==> config.mk <==
export PLATFORM = sky130hd
export DESIGN_NAME = window_limit_alarm_monitor_core_flat
export DESIGN_NICKNAME = d
export VERILOG_FILES = /design/src/rtl/wlam_pkg.sv /design/src/rtl/wlam_if.sv /design/src/rtl/wlam_cfg.sv /design/src/rtl/wlam_step.sv /design/src/rtl/window_limit_alarm_monitor_core.sv /design/src/flat_wrapper.sv
export SDC_FILE = /design/constraint.sdc
export NUM_CORES = 1
export LEC_CHECK = 0
export ABC_AREA = 1
export BUFFER_PORTS_ARGS = -buffer_cell sky130_fd_sc_hd__buf_2
export CORE_ASPECT_RATIO = 2
export CORE_MARGIN = 4
export CORE_UTILIZATION = 60
export CTS_CLUSTER_SIZE = 14
export DETAILED_ROUTE_END_ITERATION = 10
export PLACE_DENSITY = 0.8
export SLEW_MARGIN = 5
export SYNTH_ARGS = -nofsm -noshare
export SYNTH_HDL_FRONTEND = slang
export SYNTH_SLANG_ARGS = --single-unit
==> constraint.sdc <==
create_clock -name clk -period 7.5 [get_ports clk]
set_input_delay 0.75 -clock clk [delete_from_list [all_inputs] [get_ports clk]]
set_output_delay 0.75 -clock clk [all_outputs]
set_load 0.05 [all_outputs]
==> src/rtl/wlam_pkg.sv <==
// shared types and constants for the window limit alarm monitor
// no dependencies; imported by wlam_cfg, wlam_step and the top level

package wlam_pkg;

	// register indexes of the configuration port
	localparam int unsigned CfgIdxW = 4;
	localparam int unsigned CfgDataW = 16;

	localparam logic [CfgIdxW-1:0] REG_CHANNEL_KIND  = 4'd0;
	localparam logic [CfgIdxW-1:0] REG_ENABLE_PUSH   = 4'd1;
	localparam logic [CfgIdxW-1:0] REG_ENABLE_OUTPUT = 4'd2;
	localparam logic [CfgIdxW-1:0] REG_POLARITY_HIGH = 4'd3;
	localparam logic [CfgIdxW-1:0] REG_PIN_INDEX     = 4'd4;
	localparam logic [CfgIdxW-1:0] REG_UPPER_LIMIT   = 4'd5;
	localparam logic [CfgIdxW-1:0] REG_LOWER_LIMIT   = 4'd6;
	localparam logic [CfgIdxW-1:0] REG_ALARM_LEVEL   = 4'd7;

	// event codes
	localparam logic [1:0] EV_NONE  = 2'd0;
	localparam logic [1:0] EV_HIGH  = 2'd1;
	localparam logic [1:0] EV_LOW   = 2'd2;
	localparam logic [1:0] EV_CLEAR = 2'd3;

	// persistence counter landmarks
	localparam logic [7:0] CNT_NEUTRAL   = 8'd128;
	localparam logic [7:0] CNT_MAX       = 8'd254;
	localparam logic [7:0] CNT_TOP       = 8'd255;
	localparam logic [7:0] CNT_HIGH_1    = 8'd130;
	localparam logic [7:0] CNT_HIGH_2    = 8'd140;
	localparam logic [7:0] CNT_LOW_1     = 8'd126;
	localparam logic [7:0] CNT_LOW_2     = 8'd116;
	localparam logic [7:0] CNT_ALARM_1   = 8'd1;
	localparam logic [7:0] CNT_ALARM_2   = 8'd10;
	localparam logic [7:0] CNT_ZERO      = 8'd0;

	typedef struct packed {
		logic        channel_kind;
		logic        enable_push;
		logic        enable_output;
		logic        polarity_high;
		logic [5:0]  pin_index;
		logic [15:0] upper_limit;
		logic [15:0] lower_limit;
		logic        alarm_level;
	} cfg_t;

	typedef struct packed {
		logic [1:0] event_code;
		logic       push_request;
		logic       drive_valid;
		logic       drive_level;
		logic [5:0] drive_port;
	} result_t;

endpackage

==> src/rtl/wlam_if.sv <==
// valid/ready channel interfaces for samples and results
// no dependencies

interface wlam_sample_if;
	logic        valid;
	logic        ready;
	logic [15:0] sample_value;
	logic        digital_level;

	modport source (output valid, sample_value, digital_level, input ready);
	modport sink (input valid, sample_value, digital_level, output ready);
endinterface

interface wlam_result_if;
	logic       valid;
	logic       ready;
	logic [1:0] event_code;
	logic       push_request;
	logic       drive_valid;
	logic       drive_level;
	logic [5:0] drive_port;

	modport source (output valid, event_code, push_request, drive_valid, drive_level,
		drive_port, input ready);
	modport sink (input valid, event_code, push_request, drive_valid, drive_level,
		drive_port, output ready);
endinterface

==> src/rtl/wlam_cfg.sv <==
// configuration register file of the monitor
// depends on wlam_pkg

module wlam_cfg
	import wlam_pkg::*;
(
	input  logic                clk,
	input  logic                arst_n,
	input  logic                cfg_we,
	input  logic [CfgIdxW-1:0]  cfg_index,
	input  logic [CfgDataW-1:0] cfg_data,
	output cfg_t                cfg
);

	cfg_t cfg_q;

	always_ff @(posedge clk or negedge arst_n) begin
		if (!arst_n) begin
			cfg_q <= '0;
		end else if (cfg_we) begin
			case (cfg_index)
				REG_CHANNEL_KIND:  cfg_q.channel_kind  <= cfg_data[0];
				REG_ENABLE_PUSH:   cfg_q.enable_push   <= cfg_data[0];
				REG_ENABLE_OUTPUT: cfg_q.enable_output <= cfg_data[0];
				REG_POLARITY_HIGH: cfg_q.polarity_high <= cfg_data[0];
				REG_PIN_INDEX:     cfg_q.pin_index     <= cfg_data[5:0];
				REG_UPPER_LIMIT:   cfg_q.upper_limit   <= cfg_data;
				REG_LOWER_LIMIT:   cfg_q.lower_limit   <= cfg_data;
				REG_ALARM_LEVEL:   cfg_q.alarm_level   <= cfg_data[0];
				default: begin
					// unknown index, write dropped
				end
			endcase
		end
	end

	assign cfg = cfg_q;

endmodule

==> src/rtl/wlam_step.sv <==
// persistence counter and per-item event decision
// depends on wlam_pkg

module wlam_step
	import wlam_pkg::*;
(
	input  logic        clk,
	input  logic        arst_n,
	input  logic        advance,
	input  cfg_t        cfg,
	input  logic [15:0] sample_value,
	input  logic        digital_level,
	output result_t     res,
	output logic [7:0]  count
);

	logic [7:0] count_q;
	logic [7:0] count_nxt;
	logic [7:0] inc;
	logic [7:0] dec;
	logic [1:0] ev;
	logic       enabled;
	logic       sense;
	logic       hi;
	logic       lo;
	logic       set_pin;

	assign enabled = cfg.enable_push | cfg.enable_output;
	assign sense   = cfg.upper_limit > cfg.lower_limit;
	assign hi      = sense ? (sample_value > cfg.upper_limit) : (sample_value < cfg.upper_limit);
	assign lo      = sense ? (sample_value < cfg.lower_limit) : (sample_value > cfg.lower_limit);

	// saturating steps, wrap first then clamp
	always_comb begin
		inc = count_q + 8'd1;
		if (inc == CNT_TOP) begin
			inc = CNT_MAX;
		end
		dec = count_q - 8'd1;
		if (dec == CNT_ZERO) begin
			dec = CNT_ALARM_1;
		end
	end

	always_comb begin
		ev        = EV_NONE;
		count_nxt = count_q;
		if (!enabled) begin
			count_nxt = cfg.channel_kind ? CNT_ZERO : CNT_NEUTRAL;
		end else if (cfg.channel_kind) begin
			if (digital_level == cfg.alarm_level) begin
				count_nxt = inc;
				if (inc == CNT_ALARM_1 || inc == CNT_ALARM_2) begin
					ev = EV_HIGH;
				end
			end else begin
				count_nxt = CNT_ZERO;
				if (count_q > CNT_ALARM_1) begin
					ev = EV_CLEAR;
				end
			end
		end else if (hi) begin
			if (count_q < CNT_NEUTRAL) begin
				count_nxt = CNT_NEUTRAL;
				ev        = EV_CLEAR;
			end else begin
				count_nxt = inc;
				if (inc == CNT_HIGH_1 || inc == CNT_HIGH_2) begin
					ev = EV_HIGH;
				end
			end
		end else if (lo) begin
			if (count_q > CNT_NEUTRAL) begin
				count_nxt = CNT_NEUTRAL;
				ev        = EV_CLEAR;
			end else begin
				count_nxt = dec;
				if (dec == CNT_LOW_1 || dec == CNT_LOW_2) begin
					ev = EV_LOW;
				end
			end
		end else begin
			count_nxt = CNT_NEUTRAL;
			if (count_q < CNT_LOW_1 || count_q > CNT_HIGH_1) begin
				ev = EV_CLEAR;
			end
		end
	end

	// pin set condition depends on mode and polarity
	assign set_pin = cfg.channel_kind ? (ev == EV_HIGH)
		: ((ev == EV_LOW && !cfg.polarity_high) || (ev == EV_HIGH && cfg.polarity_high));

	always_comb begin
		res.event_code   = ev;
		res.push_request = cfg.enable_push
			& ((ev == EV_HIGH) | (!cfg.channel_kind & (ev == EV_LOW)));
		res.drive_valid  = cfg.enable_output & (set_pin | (ev == EV_CLEAR));
		res.drive_level  = cfg.enable_output & set_pin;
		res.drive_port   = res.drive_valid ? cfg.pin_index : 6'd0;
	end

	always_ff @(posedge clk or negedge arst_n) begin
		if (!arst_n) begin
			count_q <= CNT_NEUTRAL;
		end else if (advance) begin
			count_q <= count_nxt;
		end
	end

	assign count = count_q;

endmodule

==> src/rtl/window_limit_alarm_monitor_core.sv <==
// top level of the window limit alarm monitor
// depends on wlam_pkg, wlam_if, wlam_cfg and wlam_step
//
//  channel    dir  handshake     payload
//  sample_ch  in   valid/ready   sample_value[15:0], digital_level
//  result_ch  out  valid/ready   event_code[1:0], push_request, drive_valid,
//                                drive_level, drive_port[5:0]
//  cfg_*      in   cfg_we only   cfg_index[3:0], cfg_data[15:0]
//
// every item gives exactly one result; one item per clock is sustained while result_ch is ready
// an item passes through the input register, then the step logic into the result register
// the persistence counter moves in the same cycle an item leaves the input register,
// so the next item already sees the updated count
// a stalled result holds the result register and then the input register; sample_ch.ready
// falls only when both are full
// reset clears the valid flags, the configuration and sets the counter to neutral (128)

module window_limit_alarm_monitor_core
	import wlam_pkg::*;
(
	input  logic                clk,
	input  logic                arst_n,
	wlam_sample_if.sink         sample_ch,
	wlam_result_if.source       result_ch,
	input  logic                cfg_we,
	input  logic [CfgIdxW-1:0]  cfg_index,
	input  logic [CfgDataW-1:0] cfg_data
);

	cfg_t        cfg;
	result_t     res;
	result_t     res_q;
	logic [7:0]  count;

	// input register
	logic        valid_s1;
	logic [15:0] sample_s1;
	logic        level_s1;

	// result register
	logic        out_valid_q;

	logic        advance;   // item moves from input register to result register
	logic        take;      // new item enters the input register

	assign advance = valid_s1 & (~out_valid_q | result_ch.ready);
	assign take    = sample_ch.valid & sample_ch.ready;
	assign sample_ch.ready = ~valid_s1 | advance;

	wlam_cfg u_cfg (
		.clk       (clk),
		.arst_n    (arst_n),
		.cfg_we    (cfg_we),
		.cfg_index (cfg_index),
		.cfg_data  (cfg_data),
		.cfg       (cfg)
	);

	wlam_step u_step (
		.clk           (clk),
		.arst_n        (arst_n),
		.advance       (advance),
		.cfg           (cfg),
		.sample_value  (sample_s1),
		.digital_level (level_s1),
		.res           (res),
		.count         (count)
	);

	// control flags
	always_ff @(posedge clk or negedge arst_n) begin
		if (!arst_n) begin
			valid_s1    <= 1'b0;
			out_valid_q <= 1'b0;
		end else begin
			if (take) begin
				valid_s1 <= 1'b1;
			end else if (advance) begin
				valid_s1 <= 1'b0;
			end
			if (advance) begin
				out_valid_q <= 1'b1;
			end else if (result_ch.ready) begin
				out_valid_q <= 1'b0;
			end
		end
	end

	// payload, no reset needed
	always_ff @(posedge clk) begin
		if (take) begin
			sample_s1 <= sample_ch.sample_value;
			level_s1  <= sample_ch.digital_level;
		end
		if (advance) begin
			res_q <= res;
		end
	end

	assign result_ch.valid        = out_valid_q;
	assign result_ch.event_code   = res_q.event_code;
	assign result_ch.push_request = res_q.push_request;
	assign result_ch.drive_valid  = res_q.drive_valid;
	assign result_ch.drive_level  = res_q.drive_level;
	assign result_ch.drive_port   = res_q.drive_port;

	// a push only ever follows a high/alarm or low event
	assert property (@(posedge clk) disable iff (!arst_n)
		(out_valid_q && res_q.push_request) |->
			(res_q.event_code == EV_HIGH || res_q.event_code == EV_LOW))
		else $error("push request without high or low event");

	// a nonzero pin index is only shown with a drive command
	assert property (@(posedge clk) disable iff (!arst_n)
		(out_valid_q && res_q.drive_port != 6'd0) |-> res_q.drive_valid)
		else $error("drive port set without drive command");

	// with checking off, the counter falls back to its resting value
	assert property (@(posedge clk) disable iff (!arst_n)
		(advance && !cfg.enable_push && !cfg.enable_output) |=>
			(count == ($past(cfg.channel_kind) ? CNT_ZERO : CNT_NEUTRAL)))
		else $error("counter not at rest while checking disabled");

	// an item leaving the input register always lands in the result register
	assert property (@(posedge clk) disable iff (!arst_n)
		advance |=> out_valid_q)
		else $error("result lost after step");

endmodule
==> src/flat_wrapper.sv <==
// flat-port wrapper written by rule: the top's interface ports become plain ports
module window_limit_alarm_monitor_core_flat import wlam_pkg::*;
  (clk, arst_n, cfg_we, cfg_index, cfg_data, sample_ch_valid, sample_ch_sample_value, sample_ch_digital_level, sample_ch_ready, result_ch_valid, result_ch_event_code, result_ch_push_request, result_ch_drive_valid, result_ch_drive_level, result_ch_drive_port, result_ch_ready);
  wlam_sample_if sample_ch_i ();
  wlam_result_if result_ch_i ();
  input  logic clk;
  input  logic arst_n;
  input  logic cfg_we;
  input  logic [CfgIdxW-1:0] cfg_index;
  input  logic [CfgDataW-1:0] cfg_data;
  input wire logic [$bits(sample_ch_i.valid)-1:0] sample_ch_valid;
  input wire logic [$bits(sample_ch_i.sample_value)-1:0] sample_ch_sample_value;
  input wire logic [$bits(sample_ch_i.digital_level)-1:0] sample_ch_digital_level;
  output wire logic [$bits(sample_ch_i.ready)-1:0] sample_ch_ready;
  output wire logic [$bits(result_ch_i.valid)-1:0] result_ch_valid;
  output wire logic [$bits(result_ch_i.event_code)-1:0] result_ch_event_code;
  output wire logic [$bits(result_ch_i.push_request)-1:0] result_ch_push_request;
  output wire logic [$bits(result_ch_i.drive_valid)-1:0] result_ch_drive_valid;
  output wire logic [$bits(result_ch_i.drive_level)-1:0] result_ch_drive_level;
  output wire logic [$bits(result_ch_i.drive_port)-1:0] result_ch_drive_port;
  input wire logic [$bits(result_ch_i.ready)-1:0] result_ch_ready;
  assign sample_ch_i.valid = sample_ch_valid;
  assign sample_ch_i.sample_value = sample_ch_sample_value;
  assign sample_ch_i.digital_level = sample_ch_digital_level;
  assign sample_ch_ready = sample_ch_i.ready;
  assign result_ch_valid = result_ch_i.valid;
  assign result_ch_event_code = result_ch_i.event_code;
  assign result_ch_push_request = result_ch_i.push_request;
  assign result_ch_drive_valid = result_ch_i.drive_valid;
  assign result_ch_drive_level = result_ch_i.drive_level;
  assign result_ch_drive_port = result_ch_i.drive_port;
  assign result_ch_i.ready = result_ch_ready;
  window_limit_alarm_monitor_core u_core (.clk(clk), .arst_n(arst_n), .sample_ch(sample_ch_i), .result_ch(result_ch_i), .cfg_we(cfg_we), .cfg_index(cfg_index), .cfg_data(cfg_data));
endmodule
---- Word level (Yosys, flattened, before mapping) ----
Cells that the tools add are included.
word-level totals
  flip-flop bits (word level) ............. 81
  bits of input ports ..................... 42
  output and inout port bits .............. 13
  word-level logic and storage cells ...... 111
operators by class
  add/subtract/negate cells ............... 2
  magnitude comparators ................... 10
  equal/unequal tests ..................... 18
  mux-type cells .......................... 29
  bitwise logic cells ..................... 13
  reduce and logical (&&, ||, !) cells .... 21
operator list
  operator                                                        count
  two-way mux 8 bit                                               10
  greater-than comparator 16 bit                                  3
  < comparator 16 bit                                             2
  equality test 8 bit (second input constant)                     3
  two-way mux 2 bit                                               10
  equality test 4 x 3 -> 1 bit (second input constant)            4
  equality test 8 x 7 -> 1 bit (second input constant)            2
  greater-than comparator 8 bit (second input constant)           2
  AND reduction 2 bit                                             8
  two-way mux 1 bit                                               9
  adder 8 x 1 -> 8 bit (second input constant)                    1
  equality test 4 x 2 -> 1 bit (second input constant)            2
  equality test 8 x 1 -> 1 bit (second input constant)            1
  equality test 8 x 4 -> 1 bit (second input constant)            1
  greater-than comparator 8 x 1 -> 1 bit (second input constant)  1
  zero test 8 bit                                                 1
  < comparator 8 x 7 -> 1 bit (second input constant)             1
  < comparator 8 bit (second input constant)                      1
  subtractor 8 x 1 -> 8 bit (second input constant)               1
  bitwise AND 1 bit                                               6
  logical OR 1 bit                                                5
  bitwise OR 1 bit                                                5
  equality test 2 bit (second input constant)                     2
  equality test 4 x 1 -> 1 bit (second input constant)            1
  other kinds (7)                                                 11

---- Depth between registers and ports, before layout ----
  word-level depth ........................ 17
  depth in mapped cells ................... 24
  mapped depth without buffers ............ 24

---- By module ----
A second synthesis with hierarchy kept.
second synthesis, totals
  cell total of the unflattened synthesis .. 696
  area, all modules ....................... 5392.7 um^2
by module, submodules not included
  module                           times used  cells an instance  area an instance (um^2)  sequential area each (um^2)
  wlam_step                        1           418                2454.9                   201.4
  wlam_cfg                         1           238                2001.9                   1076.0
  window_limit_alarm_monitor_core  1           40                 935.9                    890.9

---- Worst setup path before layout ----
OpenSTA, ideal clock, no wires.
  path type ............................... register to register
  start point ............................. register u_core.u_step.count_q[0], in the netlist u_core.u_step.count[0]
  end point ............................... register u_core.res_q, in the netlist u_core.result_ch.drive_valid (data pin)
  library setup time ...................... 0.254 ns
  data arrival time ....................... 2.121 ns
  data required time ...................... 7.246 ns
  setup slack ............................. 5.125 ns
  stages on the path, launching flop included .. 18
  path buffers ............................ 0
  clock period less this slack ............ 2.375 ns
  cells stage by stage .................... dfrtp_1 > inv_1 > ha_1 > nand2_1 > xor2_1 > nand2_1 > nor2_1 > nand2_1 > nand3_1 > nand2_1 > nand2_1 > nand2_1 > nand2_2 > nand2_1 > nand4_1 > nand3_2 > nand2_4 > inv_1
RTL lines
  what                    line                                   RTL
  from (decl)             wlam_step.sv:17                        logic [7:0] count_q;
  from (signal assigned)  wlam_step.sv:107                       count_q <= count_nxt;
  to (signal assigned)    window_limit_alarm_monitor_core.sv:96  res_q <= res;
  to (decl)               window_limit_alarm_monitor_core.sv:32  result_t res_q;

==> results.cfg <==
[sta]
slew_headroom_pct = 29.9
fin_skew_ps = 9.78
timing.final.crit_share_pct = 39.3
finalMaxSlewViolations = 0
fin_hold_ws_ps = 483
fmax_mhz = 339
fin_ws_ps = 4550
final.setup.tns_ps = 0
fin_crit_ps = 2950
finalSetupViolCount = 0
hold_viol_final = 0
tightest_slew_ps = 1050
grt_setup_unrepaired = no

[yosys]
synth_area_um2 = 5150
ys_seq_elements = 81
syn_inst = 638
syn-num-nets = 735
yosysUniqueCellTypes = 43
syn_area_per_cell_um2 = 8.07
ys.warnings.count = 0
ys_seq_area_share_pct = 42.1

[clocking]
clkTransAtPathRegs_ps = 60
clock_latency_ps = 340
cts_tree = yes
cts_buffer_depth = 2
cts_made_buffers = 9
clock-sinks = 81
htreeDepth = 3
cts-root-buf = clkbuf_16
cts_resized = 0
hold_buffers = 0
post_cts.repair.setup_buffers = 0

[worst_setup_path]
end_kind = flip-flop
crit_arrival_ps = 3050
criticalPathCategory = reg2reg
required_ps = 7600
startpoint_type = flip-flop
reg2regPathDepth = 18
cp_max_fo = 7
reg2reg_to = u_core.result_ch.drive_valid
r2r-start = u_core.u_cfg.cfg[16]
reg2reg_slack_ps = 4550

[placement]
dp_cells = 779
port-buffer-count = 54
place_hpwl_um = 10900
dpl_cell_area_um2 = 5490
dp_slack_ps = 4630
place_congestion = 1.03

[die]
rows = 47
die_y_um = 139
die_x_um = 73.5
initial_core_util_pct = 61.7
die_area_um2 = 10200
ios = 55
fp.coreArea_um2 = 8350

[route]
drc = 0
drt_iter0_drc = 241
viasPerCell = 5.64
wl_per_cell_um = 17.6
wirelength_um = 14000
ant_nets = 0
first_pass_iters = 5
num_vias = 4484

[global_route]
first_global_vias = 4689
grt_max_degree = 54
grt_first_pass_wirelength_um = 22200
antenna_found_initial = 0
grt_usage_pct = 29.0
grt-ovfl-total = 0

[worst_hold_path]
min_path_type = reg2reg
min_to = u_core.u_cfg.cfg[12]
whs_path_depth = 2
worstHoldStart = u_core.u_cfg.cfg[12]

[final_layout]
fin_util_pct = 69.6
drive_gt1_share_pct = 14.6
final_nets = 789
finalNonFillerCells = 795
diodes = 0
fillers = 665
regArea_um2 = 2170
multi_input_area_um2 = 2530
stdcell_area_um2 = 5810
syn_to_final_growth_pct = 12.8

[power]
power_density_nw_per_um2 = 361
leakage_nw = 2.95
finalPower_mw = 2.10
ir_worst_vdd_uv = 209

[job]
cap_viol_max_count = 0

[outcome]
outcome = finished clean
layer usage:
metal / GRT usage [%] / vias up / wire length (um)
met4: 20.7 / 0 / 1060
met2: 53.7 / 134 / 7940
met1: 27.1 / 2087 / 4540
met5: 0 / - / 0
li1: - / 2198 / -
met3: 3.85 / 65 / 436
sequential cells by signal, indices dropped and copies added, names as in the netlist:
signal                         cells
u_core.u_cfg.cfg                  43
u_core.sample_s1                  16
u_core.u_step.count                8
u_core.result_ch.drive_port        6
u_core.result_ch.event_code        2
u_core.level_s1                    1
u_core.result_ch.drive_level       1
u_core.result_ch.drive_valid       1
u_core.result_ch.push_request      1
u_core.result_ch.valid             1
u_core.valid_s1                    1
layout make-up:
class                      instances  share of cell area, %
multi-input combinational        443                   43.6
tap                               98                   2.11
inverter                         102                   6.61
clock buffer                      12                   4.61
sequential                        81                   37.3
clock inverter                     4                  0.969
timing repair buffer              55                   4.78
Yosys cell counts:
cell type / number / area [um2]
o21bai_1: 1 / 7.51
buf_6: 2 / 22.5
a21oi_4: 1 / 16.3
or2_2: 1 / 6.26
nand4_1: 7 / 43.8
a21boi_2: 1 / 11.3
o2111a_1: 1 / 11.3
dfstp_2: 1 / 26.3
a221oi_1: 1 / 8.76
inv_2: 2 / 7.51
inv_1: 97 / 364
o22ai_1: 6 / 37.5
o31ai_1: 1 / 7.51
xor2_1: 2 / 17.5
o21ai_0: 59 / 295
o21ai_1: 2 / 10.0
o32ai_1: 1 / 8.76
nor2_1: 44 / 165
nand3_2: 2 / 20.0
o21a_1: 1 / 7.51
a32oi_1: 1 / 8.76
dfrtp_1: 52 / 1300
nand3b_2: 1 / 11.3
clkinv_2: 1 / 5.00
nor2_2: 8 / 50.1
nand2_2: 6 / 37.5
o211ai_1: 1 / 7.51
a21o_1: 2 / 15.0
buf_4: 1 / 7.51
nor3_1: 5 / 25.0
clkbuf_1: 8 / 30.0
buf_2: 1 / 5.00
a31oi_1: 7 / 43.8
clkinv_1: 2 / 7.51
edfxtp_1: 28 / 841
o21ai_2: 3 / 26.3
nor3b_1: 1 / 7.51
nor2_4: 3 / 33.8
ha_1: 55 / 688
nand2_4: 2 / 22.5
a21oi_1: 33 / 165
nand2_1: 163 / 612
nand3_1: 21 / 105
how the worst max path moves through the flow:
| stage | from | to | slack (ps) | cells after the start |
|---|---|---|---|---|
| 3_5_place_dp | u_core.u_cfg.cfg[8] | u_core.result_ch.drive_valid | 4630 | 19 |
| 5_1_grt | u_core.u_cfg.cfg[8] | u_core.result_ch.drive_valid | 4300 | 19 |
| 3_3_place_gp | u_core.u_cfg.cfg[24] | u_core.u_step.count[2] | 4650 | 13 |
| 6_report | u_core.u_cfg.cfg[16] | u_core.result_ch.drive_valid | 4550 | 18 |
| 2_1_floorplan | u_core.u_step.count[0] | u_core.result_ch.drive_valid | 5120 | 17 |
| 4_1_cts | u_core.u_cfg.cfg[8] | u_core.result_ch.drive_valid | 4590 | 19 |
critical path: stages (launching register included):
cell	delay [ps]
dfrtp_1	350
inv_1	60
ha_1	310
a21oi_1	250
o21ai_0	160
a21oi_1	200
nand2_1	100
nand2_1	150
nand2_1	100
o21ai_2	120
nor2_1	80
nor2_1	140
nand2_2	100
nand2_1	90
nand2_1	90
nand3b_2	120
nand3_2	90
nand2_4	130
inv_1	50
report_power, final:
| group | internal (mW) | leakage, nW | switching, mW |
|---|---|---|---|
| Combinational | 0.300 | 1.85 | 0.660 |
| Clock | 0.290 | 0.159 | 0.181 |
| Sequential | 0.567 | 0.942 | 0.0984 |
cell usage in the layout, fill, tap and decap left out, drive strengths merged, types with 2 or more instances in the layout:
master / instances
buf: 55
inv: 101
o22ai: 6
a21o: 2
dfrtp: 52
nor2: 55
nand3: 23
a21oi: 34
nand2: 171
ha: 55
edfxtp: 28
clkinv: 4
a31oi: 7
o21ai: 64
nand4: 7
xor2: 2
nor3: 5
clkbuf: 12
cell families after synthesis:
group / count (synthesis) / synth area share (%)
AO/OA/AOI/OAI: 122 / 13.4
XOR/XNOR: 2 / 0.340
adder cells (fa/ha/maj): 55 / 13.4
buffers and inverters: 114 / 8.72
flip-flops: 81 / 42.1
AND/OR/NAND/NOR: 264 / 22.1
Note: power is estimated with default switching activity, not from simulation.
